**src/hdl/pfc_pkg.sv**
```systemverilog
// Shared types, constants and letter/position helpers for the Playfair cipher core.
`default_nettype none
package pfc_pkg;

	// Command codes
	localparam logic [1:0] CMD_KEY     = 2'd0;
	localparam logic [1:0] CMD_FINISH  = 2'd1;
	localparam logic [1:0] CMD_ENCRYPT = 2'd2;
	localparam logic [1:0] CMD_DECRYPT = 2'd3;

	// Letter and square constants
	localparam logic [4:0] LETTER_I = 5'd8;
	localparam logic [4:0] LETTER_J = 5'd9;
	localparam logic [4:0] LETTER_Z = 5'd25;
	localparam int         SIDE     = 5;
	localparam int         CELLS    = SIDE * SIDE;
	localparam int         LETTERS  = 26;

	// Status codes
	localparam logic STATUS_OK        = 1'b0;
	localparam logic STATUS_NOT_READY = 1'b1;

	typedef struct packed {
		logic [1:0] command;
		logic [4:0] first_letter;
		logic [4:0] second_letter;
	} pfc_in_t;

	typedef struct packed {
		logic [4:0] out_first;
		logic [4:0] out_second;
		logic       status;
	} pfc_out_t;

	// Requests from the sequencer to the key store
	typedef struct packed {
		logic       place_en;
		logic [4:0] place_letter;
		logic       pos_rd_en;
		logic [4:0] pos_addr_a;
		logic [4:0] pos_addr_b;
		logic       sq_rd_en;
		logic [4:0] sq_addr_a;
		logic [4:0] sq_addr_b;
	} pfc_ks_ctrl_t;

	// Registered read data from the key store
	typedef struct packed {
		logic [4:0] pos_a;
		logic [4:0] pos_b;
		logic [4:0] sq_a;
		logic [4:0] sq_b;
	} pfc_ks_data_t;

	// Clamp out-of-range letters to z and fold j to i
	function automatic logic [4:0] fold_letter(input logic [4:0] v);
		logic [4:0] t;
		t = (v > LETTER_Z) ? LETTER_Z : v;
		return (t == LETTER_J) ? LETTER_I : t;
	endfunction

	// Row of a square position (0..24)
	function automatic logic [2:0] pos_row(input logic [4:0] p);
		if (p >= 5'd20) return 3'd4;
		if (p >= 5'd15) return 3'd3;
		if (p >= 5'd10) return 3'd2;
		if (p >= 5'd5)  return 3'd1;
		return 3'd0;
	endfunction

	// Column of a square position: p - 5*row
	function automatic logic [2:0] pos_col(input logic [4:0] p);
		logic [2:0] r;
		logic [4:0] base;
		r    = pos_row(p);
		base = {r, 2'b00} + {2'b00, r};
		return 3'(p - base);
	endfunction

	// Square position of a row and column: 5*row + col
	function automatic logic [4:0] cell_addr(input logic [2:0] r, input logic [2:0] c);
		return {r, 2'b00} + {2'b00, r} + {2'b00, c};
	endfunction

	// Cyclic step by one inside 0..4, forward or backward
	function automatic logic [2:0] wrap_step(input logic [2:0] x, input logic fwd);
		if (fwd) return (x == 3'd4) ? 3'd0 : 3'(x + 3'd1);
		return (x == 3'd0) ? 3'd4 : 3'(x - 3'd1);
	endfunction

endpackage
`default_nettype wire

```
**src/hdl/playfair_digraph_cipher_core.sv**
```systemverilog
// Top level: sequencer, pair rule logic and result register of the Playfair cipher core.
// Key letter: accepted with no result; key items can follow back to back.
// Finish key: accept, then one placement slot per letter a..z in ST_FILL.
// Pair with key ready: result register loaded after position read, rule and square read,
//   and square data capture in turn; no new item is taken until ST_EMIT hands the result on.
// Pair before finish: result loaded on accept, status not ready. arst_n clears control state.
`default_nettype none
module playfair_digraph_cipher_core import pfc_pkg::*; (
	input  wire logic     clk,
	input  wire logic     arst_n,
	input  wire logic     req_valid,
	output logic          req_ready,
	input  wire pfc_in_t  req,
	output logic          rsp_valid,
	input  wire logic     rsp_ready,
	output pfc_out_t      rsp
);

	localparam logic [2:0] ST_IDLE = 3'd0;
	localparam logic [2:0] ST_FILL = 3'd1;
	localparam logic [2:0] ST_CALC = 3'd2;
	localparam logic [2:0] ST_SQ   = 3'd3;
	localparam logic [2:0] ST_EMIT = 3'd4;

	logic [2:0]   state_q;
	logic         key_ready_q;
	logic [4:0]   fill_v_q;
	logic         enc_q;
	pfc_out_t     res_q;
	pfc_out_t     rsp_q;
	logic         rsp_valid_q;
	pfc_ks_ctrl_t ctrl;
	pfc_ks_data_t data;
	logic         accept;
	logic         out_free;
	logic [2:0]   ra, ca, rb, cb;
	logic [2:0]   oa_r, oa_c, ob_r, ob_c;

	assign req_ready = (state_q == ST_IDLE);
	assign accept    = req_valid && req_ready;
	assign out_free  = !rsp_valid_q || rsp_ready;
	assign rsp_valid = rsp_valid_q;
	assign rsp       = rsp_q;

	// Pair rule: same row, same column, else rectangle corners
	always_comb begin
		ra = pos_row(data.pos_a);
		ca = pos_col(data.pos_a);
		rb = pos_row(data.pos_b);
		cb = pos_col(data.pos_b);
		if (ra == rb) begin
			oa_r = ra;                   oa_c = wrap_step(ca, enc_q);
			ob_r = rb;                   ob_c = wrap_step(cb, enc_q);
		end else if (ca == cb) begin
			oa_r = wrap_step(ra, enc_q); oa_c = ca;
			ob_r = wrap_step(rb, enc_q); ob_c = cb;
		end else begin
			oa_r = ra;                   oa_c = cb;
			ob_r = rb;                   ob_c = ca;
		end
	end

	// Key store requests
	always_comb begin
		ctrl = '0;
		ctrl.pos_addr_a = fold_letter(req.first_letter);
		ctrl.pos_addr_b = fold_letter(req.second_letter);
		ctrl.sq_addr_a  = cell_addr(oa_r, oa_c);
		ctrl.sq_addr_b  = cell_addr(ob_r, ob_c);
		case (state_q)
			ST_IDLE: begin
				if (accept && req.command == CMD_KEY && !key_ready_q
					&& req.first_letter <= LETTER_Z) begin
					ctrl.place_en     = 1'b1;
					ctrl.place_letter = fold_letter(req.first_letter);
				end
				ctrl.pos_rd_en = accept && key_ready_q
					&& (req.command == CMD_ENCRYPT || req.command == CMD_DECRYPT);
			end
			ST_FILL: begin
				ctrl.place_en     = (fill_v_q != LETTER_J);
				ctrl.place_letter = fill_v_q;
			end
			ST_CALC: ctrl.sq_rd_en = 1'b1;
			default: ;
		endcase
	end

	// Sequencer
	always_ff @(posedge clk or negedge arst_n) begin
		if (!arst_n) begin
			state_q     <= ST_IDLE;
			key_ready_q <= 1'b0;
			fill_v_q    <= '0;
			rsp_valid_q <= 1'b0;
		end else begin
			// Output valid: set on load, cleared once taken
			if (state_q == ST_EMIT && out_free)
				rsp_valid_q <= 1'b1;
			else if (rsp_ready)
				rsp_valid_q <= 1'b0;
			case (state_q)
				ST_IDLE: begin
					if (accept) begin
						if (req.command == CMD_FINISH) begin
							if (!key_ready_q) begin
								fill_v_q <= '0;
								state_q  <= ST_FILL;
							end
						end else if (req.command != CMD_KEY) begin
							state_q <= key_ready_q ? ST_CALC : ST_EMIT;
						end
					end
				end
				ST_FILL: begin
					if (fill_v_q == LETTER_Z) begin
						key_ready_q <= 1'b1;
						state_q     <= ST_IDLE;
					end else begin
						fill_v_q <= fill_v_q + 5'd1;
					end
				end
				ST_CALC: state_q <= ST_SQ;
				ST_SQ:   state_q <= ST_EMIT;
				ST_EMIT: begin
					if (out_free)
						state_q <= ST_IDLE;
				end
				default: state_q <= ST_IDLE;
			endcase
		end
	end

	// Pending result and output register
	always_ff @(posedge clk) begin
		if (accept)
			enc_q <= (req.command == CMD_ENCRYPT);
		if (accept && !key_ready_q) begin
			res_q.out_first  <= '0;
			res_q.out_second <= '0;
			res_q.status     <= STATUS_NOT_READY;
		end else if (state_q == ST_SQ) begin
			res_q.out_first  <= data.sq_a;
			res_q.out_second <= data.sq_b;
			res_q.status     <= STATUS_OK;
		end
		if (state_q == ST_EMIT && out_free)
			rsp_q <= res_q;
	end

	pfc_keystore u_keystore (
		.clk    (clk),
		.arst_n (arst_n),
		.ctrl   (ctrl),
		.data   (data)
	);

	a_key_sticky: assert property (@(posedge clk) disable iff (!arst_n)
		key_ready_q |=> key_ready_q)
		else $error("key ready dropped");

	a_fill_not_ready: assert property (@(posedge clk) disable iff (!arst_n)
		(state_q == ST_FILL) |-> !key_ready_q)
		else $error("filling a finished square");

	a_not_ready_zero: assert property (@(posedge clk) disable iff (!arst_n)
		(rsp_valid_q && rsp_q.status == STATUS_NOT_READY)
		|-> (rsp_q.out_first == 5'd0 && rsp_q.out_second == 5'd0))
		else $error("not-ready result carries letters");

	a_no_j_out: assert property (@(posedge clk) disable iff (!arst_n)
		(rsp_valid_q && rsp_q.status == STATUS_OK)
		|-> (rsp_q.out_first != LETTER_J && rsp_q.out_second != LETTER_J))
		else $error("result holds letter j");

endmodule
`default_nettype wire

```
**src/hdl/pfc_keystore.sv**
```systemverilog
// Key square store: square and position memories, used flags and the shared placement unit.
`default_nettype none
module pfc_keystore import pfc_pkg::*; (
	input  wire logic         clk,
	input  wire logic         arst_n,
	input  wire pfc_ks_ctrl_t ctrl,
	output pfc_ks_data_t      data
);

	logic [4:0] square_mem [CELLS];
	logic [4:0] position_mem [LETTERS];
	logic [LETTERS-1:0] used_q;
	logic [4:0] fill_q;
	logic       do_place;

	// Placement unit: a letter goes in only once, and only while cells remain
	assign do_place = ctrl.place_en && !used_q[ctrl.place_letter]
		&& (fill_q < 5'(CELLS));

	always_ff @(posedge clk or negedge arst_n) begin
		if (!arst_n) begin
			used_q <= '0;
			fill_q <= '0;
		end else if (do_place) begin
			used_q[ctrl.place_letter] <= 1'b1;
			fill_q <= fill_q + 5'd1;
		end
	end

	// Memory writes, no reset
	always_ff @(posedge clk) begin
		if (do_place) begin
			square_mem[fill_q]               <= ctrl.place_letter;
			position_mem[ctrl.place_letter]  <= fill_q;
		end
	end

	// Registered reads, two ports per memory
	always_ff @(posedge clk) begin
		if (ctrl.pos_rd_en) begin
			data.pos_a <= position_mem[ctrl.pos_addr_a];
			data.pos_b <= position_mem[ctrl.pos_addr_b];
		end
		if (ctrl.sq_rd_en) begin
			data.sq_a <= square_mem[ctrl.sq_addr_a];
			data.sq_b <= square_mem[ctrl.sq_addr_b];
		end
	end

	a_fill_bound: assert property (@(posedge clk) disable iff (!arst_n)
		fill_q <= 5'(CELLS))
		else $error("fill count beyond square size");

	a_place_counts: assert property (@(posedge clk) disable iff (!arst_n)
		do_place |=> fill_q == $past(fill_q) + 5'd1)
		else $error("placement did not advance fill count");

	a_fill_matches_used: assert property (@(posedge clk) disable iff (!arst_n)
		fill_q == 5'($countones(used_q)))
		else $error("fill count differs from used letters");

endmodule
`default_nettype wire

```
**config.mk**
```make
export PLATFORM = sky130hd
export DESIGN_NAME = playfair_digraph_cipher_core
export DESIGN_NICKNAME = d
export VERILOG_FILES = /design/src/hdl/pfc_pkg.sv /design/src/hdl/playfair_digraph_cipher_core.sv /design/src/hdl/pfc_keystore.sv
export SDC_FILE = /design/constraint.sdc
export NUM_CORES = 1
export LEC_CHECK = 0
export ABC_AREA = 1
export BUFFER_PORTS_ARGS = -buffer_cell sky130_fd_sc_hd__buf_2
export CORE_MARGIN = 2
export CORE_UTILIZATION = 40
export CTS_BUF_LIST = sky130_fd_sc_hd__clkbuf_4 sky130_fd_sc_hd__clkbuf_8
export CTS_CLUSTER_DIAMETER = 30
export DETAILED_ROUTE_END_ITERATION = 10
export PLACE_DENSITY = 0.51
export SETUP_SLACK_MARGIN = 0.05
export SYNTH_ARGS = -nofsm -noshare
export SYNTH_HDL_FRONTEND = slang
export SYNTH_SLANG_ARGS = --single-unit
```
**constraint.sdc**
```tcl
create_clock -name clk -period 6.95 [get_ports clk]
set_clock_uncertainty 0.15 [all_clocks]
set_input_delay 0.695 -clock clk [delete_from_list [all_inputs] [get_ports clk]]
set_output_delay 0.695 -clock clk [all_outputs]
set_load 0.03 [all_outputs]
```
==> flow_summary.json, run 1 <==
{
  "worst_slew_pin_slew_ns": 1.39,
  "antenna_found_initial": 0,
  "avgSynthCellArea_um2": 8.87,
  "n_antenna_cell": 0,
  "rsz0062_at_grt": "no",
  "endpoint_kind": "flip-flop",
  "die_w_um": 218,
  "rows": 78,
  "start_kind": "flip-flop",
  "core_mm2": 0.0452,
  "cap_violations": 0,
  "cts.sinks": 339,
  "p_leak_uw": 0.00868,
  "dp.cells": 2606,
  "num_vias": 15000,
  "fin_crit_ns": 6.35,
  "start_util_pct": 40.4,
  "clock.fmax_mhz": 157,
  "critPathKind": "flip-flop to flip-flop",
  "worst_slack_ns": 0.597,
  "tritoncts": "done",
  "synth-main-ff-cell": "edfxtp_1",
  "slowest_delay_ns": 0.63,
  "avgRoutedWirePerCell_um": 19.9,
  "arrival_ns": 6.61,
  "root_buffer": "clkbuf_8",
  "grt_pass1_vias": 14500,
  "cts.repair.resized": 0,
  "critPathMaxFanout": 22,
  "dp_slack_ns": 0.576,
  "grt_max_degree": 108,
  "setup_tns_ns": 0,
  "cpMostUsedCell": "nand2_1",
  "synthTopCellsByCount": "nand2_1 (463), edfxtp_1 (287), inv_1 (262), nand3_1 (251), o211ai_1 (182)",
  "hold_buffers": 0,
  "netlist.area_leader.share_pct": 47.2,
  "drt_iter0_drc": 1516,
  "clkTransAtPathRegs_ns": 0.05,
  "die_area_mm2": 0.0473,
  "syn_to_final_growth_pct": 15.0,
  "synth_warnings": 0,
  "ant_nets": 0,
  "fill_cells": 4370,
  "period_share_pct": 91.4,
  "yosysTopAreaCell": "edfxtp_1",
  "io_buffers": 28,
  "setup_viol": 0,
  "synth.net_count": 2110,
  "drt_wl_total_mm": 55.3,
  "drcViolationCount": 0,
  "drv_slew": 0,
  "ios": 29,
  "grt.overflow.total": 0,
  "htreeDepth": 3,
  "cts_buffer_depth": 3,
  "hold_class": "primary input to asynchronous set/reset pin",
  "yosysSeqAreaShare_pct": 54.1,
  "dr.pass1.iters": 6,
  "synth_cell_types": 38,
  "die_h_um": 218,
  "slowest_stage": "inv_1",
  "grt_usage_pct": 23.7,
  "grt_pass1_wl_mm": 85.1,
  "ys_ff_latch": 339,
  "drive_gt1_share_pct": 11.5,
  "fin_nets": 2153,
  "outcome": "complete, no violations",
  "required_ns": 7.21,
  "vias_per_cell": 5.40,
  "synth_area_leaders": "edfxtp_1 (47%), nand2_1 (9.5%), o211ai_1 (7.5%)",
  "p_per_area_mw_per_mm2": 576,
  "numCtsBuffers": 93,
  "stdcell_count": 2777,
  "multiInputGateArea_mm2": 0.00692,
  "insertion_delay_ns": 0.67,
  "post_cts_buffers": 0,
  "yosysMostFrequentCell": "nand2_1",
  "syn-cell-area_mm2": 0.0182,
  "synthCells": 2058,
  "vdd_ir_drop_max_uv": 410,
  "dp_hpwl_mm": 36.7,
  "hold_viol": 0,
  "slew_headroom_pct": 7.23,
  "async_flop_share_pct": 12.1,
  "synth_edf_count": 287,
  "seqCellArea_mm2": 0.00986,
  "place_congestion": 0.881
}
[sequential cells by signal, summed over array words and instances, names as in the netlist]
register                 flops
enc_q                        1
fill_v_q                     5
key_ready_q                  1
res_q                       11
rsp                         11
rsp_valid                    1
state_q                      3
u_keystore.data             20
u_keystore.fill_q            5
u_keystore.position_mem    130
u_keystore.square_mem      125
u_keystore.used_q           26
[cell families (layout without fill, tap and decap cells)]
logic type	after synthesis	in the layout	share of synthesized area, %
DFF	339	339	54.1
buffers and inverters	384	503	8.25
and+or+nand+nor	859	859	19.8
AOI/OAI and AO/OA	430	430	14.7
adders and majority gates	36	36	2.72
xor gates and xnor gates	10	10	0.480
[metal layers]
layer	routed length, um	GRT usage [%]	up-vias
met3	4190	4.44	83
li1	-	-	7194
met4	1130	7.90	0
met2	23900	35.1	569
met5	0	0	-
met1	26100	34.7	7150
[cell usage in the layout, fill, tap and decap left out, types with 36 or more instances in the layout]
cell type	synthesis	final
dfrtp_1	41	41
inv_1	262	261
clkbuf_8	0	95
nand3_1	251	251
a21oi_1	80	80
edfxtp_1	287	287
o211ai_1	182	182
nand2_1	463	462
o21ai_0	139	138
buf_4	3	36
nor2_1	116	116
[area by class of cell]
type / count / area share, %
timing repair buffer: 65 / 2.05
clock buffer: 111 / 6.81
sequential: 339 / 47.0
inverter: 267 / 4.78
clock inverter: 60 / 2.80
tap: 600 / 3.58
multi-input combinational: 1335 / 33.0
[through the flow]
stage	hold slack [ns]	utilization [%]	total power (uW)	area, um^2
final	0.0854	46.4	12100	21000
after global routing	0.0830	46.4	13000	21000
after CTS	0.0498	46.4	12100	21000
after detailed placement	0.268	42.0	9210	19000
after global placement	0.265	42.0	9190	19000
after floorplan	0.249	-	7140	18200
[worst max-delay path, delay by kind of cell (launching register included)]
family          cells  cell delay (ns)
fa+ha+maj           4             1.65
xor+xnor            1             0.16
buf+inv             6             1.31
simple gates       16             1.94
flops               1             0.46
compound gates      2             0.39
[power by group]
group	switching [uW]	leakage, uW	total [uW]	internal [uW]
registers	75.7	0.00315	2630	2560
logic	4560	0.00451	6640	2080
clock network	1060	0.00103	2800	1740
[worst paths after layout]
check | slack, ns | to | start | cells after the start
min in group clk | 0.09 | rsp_valid | rsp_ready | 2
max in group asynchronous | 5.88 | key_ready_q | arst_n | 1
max | 0.60 | u_keystore.data[1] | u_keystore.data[16] | 29
max reg2reg | 0.60 | u_keystore.data[1] | u_keystore.data[16] | 29
min reg2reg | 0.28 | rsp[7] | res_q[7] | 0
min | 0.09 | u_keystore.used_q[14] | arst_n | 1
Power figures use the tool's default switching activity.
==> inputs of run 2 (changes only) <==
--- a/config.mk
+++ b/config.mk
@@ -13,6 +13,7 @@
 export CTS_CLUSTER_DIAMETER = 30
 export DETAILED_ROUTE_END_ITERATION = 10
 export PLACE_DENSITY = 0.51
+export REMOVE_ABC_BUFFERS = 1
 export SETUP_SLACK_MARGIN = 0.05
 export SYNTH_ARGS = -nofsm -noshare
 export SYNTH_HDL_FRONTEND = slang
==> flow_summary.json, run 2 (same netlist as run 1, synthesis figures left out) <==
{
  "outcome": "complete, no violations",
  "fin_nets": 2140,
  "post_cts_buffers": 0,
  "setup_viol": 0,
  "final_cell_mix": "nand2_1 (462), edfxtp_1 (287), inv_1 (260)",
  "vdd_ir_drop_max_uv": 518,
  "io_buffers": 28,
  "cts.sinks": 339,
  "endpoint_kind": "flip-flop",
  "clkTransAtPathRegs_ns": 0.06,
  "post_dp_cell_area_mm2": 0.0190,
  "drv_slew": 0,
  "cp_num_cells": 28,
  "drcViolationCount": 0,
  "final_design_area_no_fill_mm2": 0.0209,
  "grt_pass1_wl_mm": 84.3,
  "layout_commonest_cell": "nand2_1",
  "slowest_stage": "fa_2",
  "cpMostUsedCell": "nand2_1",
  "num_vias": 15000,
  "grt.overflow.total": 0,
  "antenna_found_initial": 0,
  "start_util_pct": 40.4,
  "die_h_um": 218,
  "vias_per_cell": 5.45,
  "ios": 29,
  "drive_gt1_share_pct": 10.9,
  "p_leak_uw": 0.00863,
  "largest_reg_flops": 130,
  "power_uw": 12000,
  "avgRoutedWirePerCell_um": 19.7,
  "hold_viol": 0,
  "cp_top_family": "adder cells",
  "syn_to_final_growth_pct": 14.4,
  "root_buffer": "clkbuf_8",
  "core_mm2": 0.0452,
  "tritoncts": "done",
  "period_share_pct": 90.1,
  "setup_tns_ns": 0,
  "place_congestion": 0.905,
  "hold_class": "primary input to asynchronous set/reset pin",
  "drt_iter0_drc": 1524,
  "die_w_um": 218,
  "hold_buffers": 0,
  "numCtsBuffers": 80,
  "slowest_delay_ns": 0.77,
  "die_area_mm2": 0.0473,
  "grt_max_degree": 94,
  "critPathKind": "flip-flop to flip-flop",
  "dp_hpwl_mm": 36.7,
  "reg.largest.list": "u_keystore.position_mem (130), u_keystore.square_mem (125), u_keystore.used_q (26)",
  "critPathMaxFanout": 11,
  "slew_headroom_pct": 28.2,
  "seqCellArea_mm2": 0.00986,
  "rows": 78,
  "start_kind": "flip-flop",
  "clock.fmax_mhz": 160,
  "grt_usage_pct": 23.3,
  "ant_nets": 0,
  "cts.repair.resized": 0,
  "cp_num_buf_inv": 6,
  "drt_wl_total_mm": 54.4,
  "ff2ff_path_depth": 28,
  "regMostFlops": "u_keystore.position_mem",
  "cap_violations": 0,
  "grt_pass1_vias": 14600,
  "fin_crit_ns": 6.26,
  "fill_cells": 4303,
  "arrival_ns": 6.49,
  "dr.pass1.iters": 5,
  "htreeDepth": 3,
  "multiInputGateArea_mm2": 0.00692,
  "required_ns": 7.18,
  "p_per_area_mw_per_mm2": 574,
  "insertion_delay_ns": 0.64,
  "worst_slew_pin_slew_ns": 1.08,
  "cts_buffer_depth": 3,
  "rsz0062_at_grt": "no"
}
==> run 2: per-layer routing <==
layer	share of wire, %	vias to the layer above	track usage [%]
li1	-	7183	-
met2	43	518	34.8
met3	7.2	112	4.49
met1	46	7185	33.3
met4	2.8	0	9.25
met5	0	-	0
==> run 2: stage by stage <==
stage          utilization, %  setup WS, ns  hold slack, ns  instances
2_1_floorplan               -         0.653           0.249       1941
6_report                 46.2         0.688           0.115       2753
5_1_grt                  46.2         0.145           0.115       2752
3_5_place_dp             42.0         0.590           0.265       2605
3_3_place_gp             42.0         0.830           0.267       2605
4_1_cts                  46.2         0.559          0.0569       2751
==> run 2: final timing paths <==
kind,start,end,slack [ns]
max,u_keystore.data[16],u_keystore.data[1],0.69
min,arst_n,u_keystore.used_q[9],0.12
max reg2reg,u_keystore.data[16],u_keystore.data[1],0.69
min reg2reg,res_q[9],rsp[9],0.28
max in group asynchronous,arst_n,state_q[1],5.86
min in group clk,rsp_ready,rsp_valid,0.13
==> run 2: report_power, final <==
part           switching [uW]  internal (uW)
registers                79.6           2560
logic                    4530           2090
clock network            1000           1720
==> run 2: final cells by class <==
type	count	area share, %
inverter	267	4.82
sequential	339	47.2
clock inverter	49	2.97
timing repair buffer	64	2.08
tap	600	3.59
timing repair inverter	1	0.0359
clock buffer	97	6.12
multi-input combinational	1335	33.1
antenna	1	0.0120
==> run 2: worst register-to-register path, delay by kind of cell, from the launching register on <==
family / cells / cell delay (ns)
flops: 1 / 0.45
fa+ha+maj: 4 / 1.95
simple gates: 14 / 1.51
xor+xnor: 1 / 0.16
buf+inv: 6 / 1.01
compound gates: 3 / 0.76
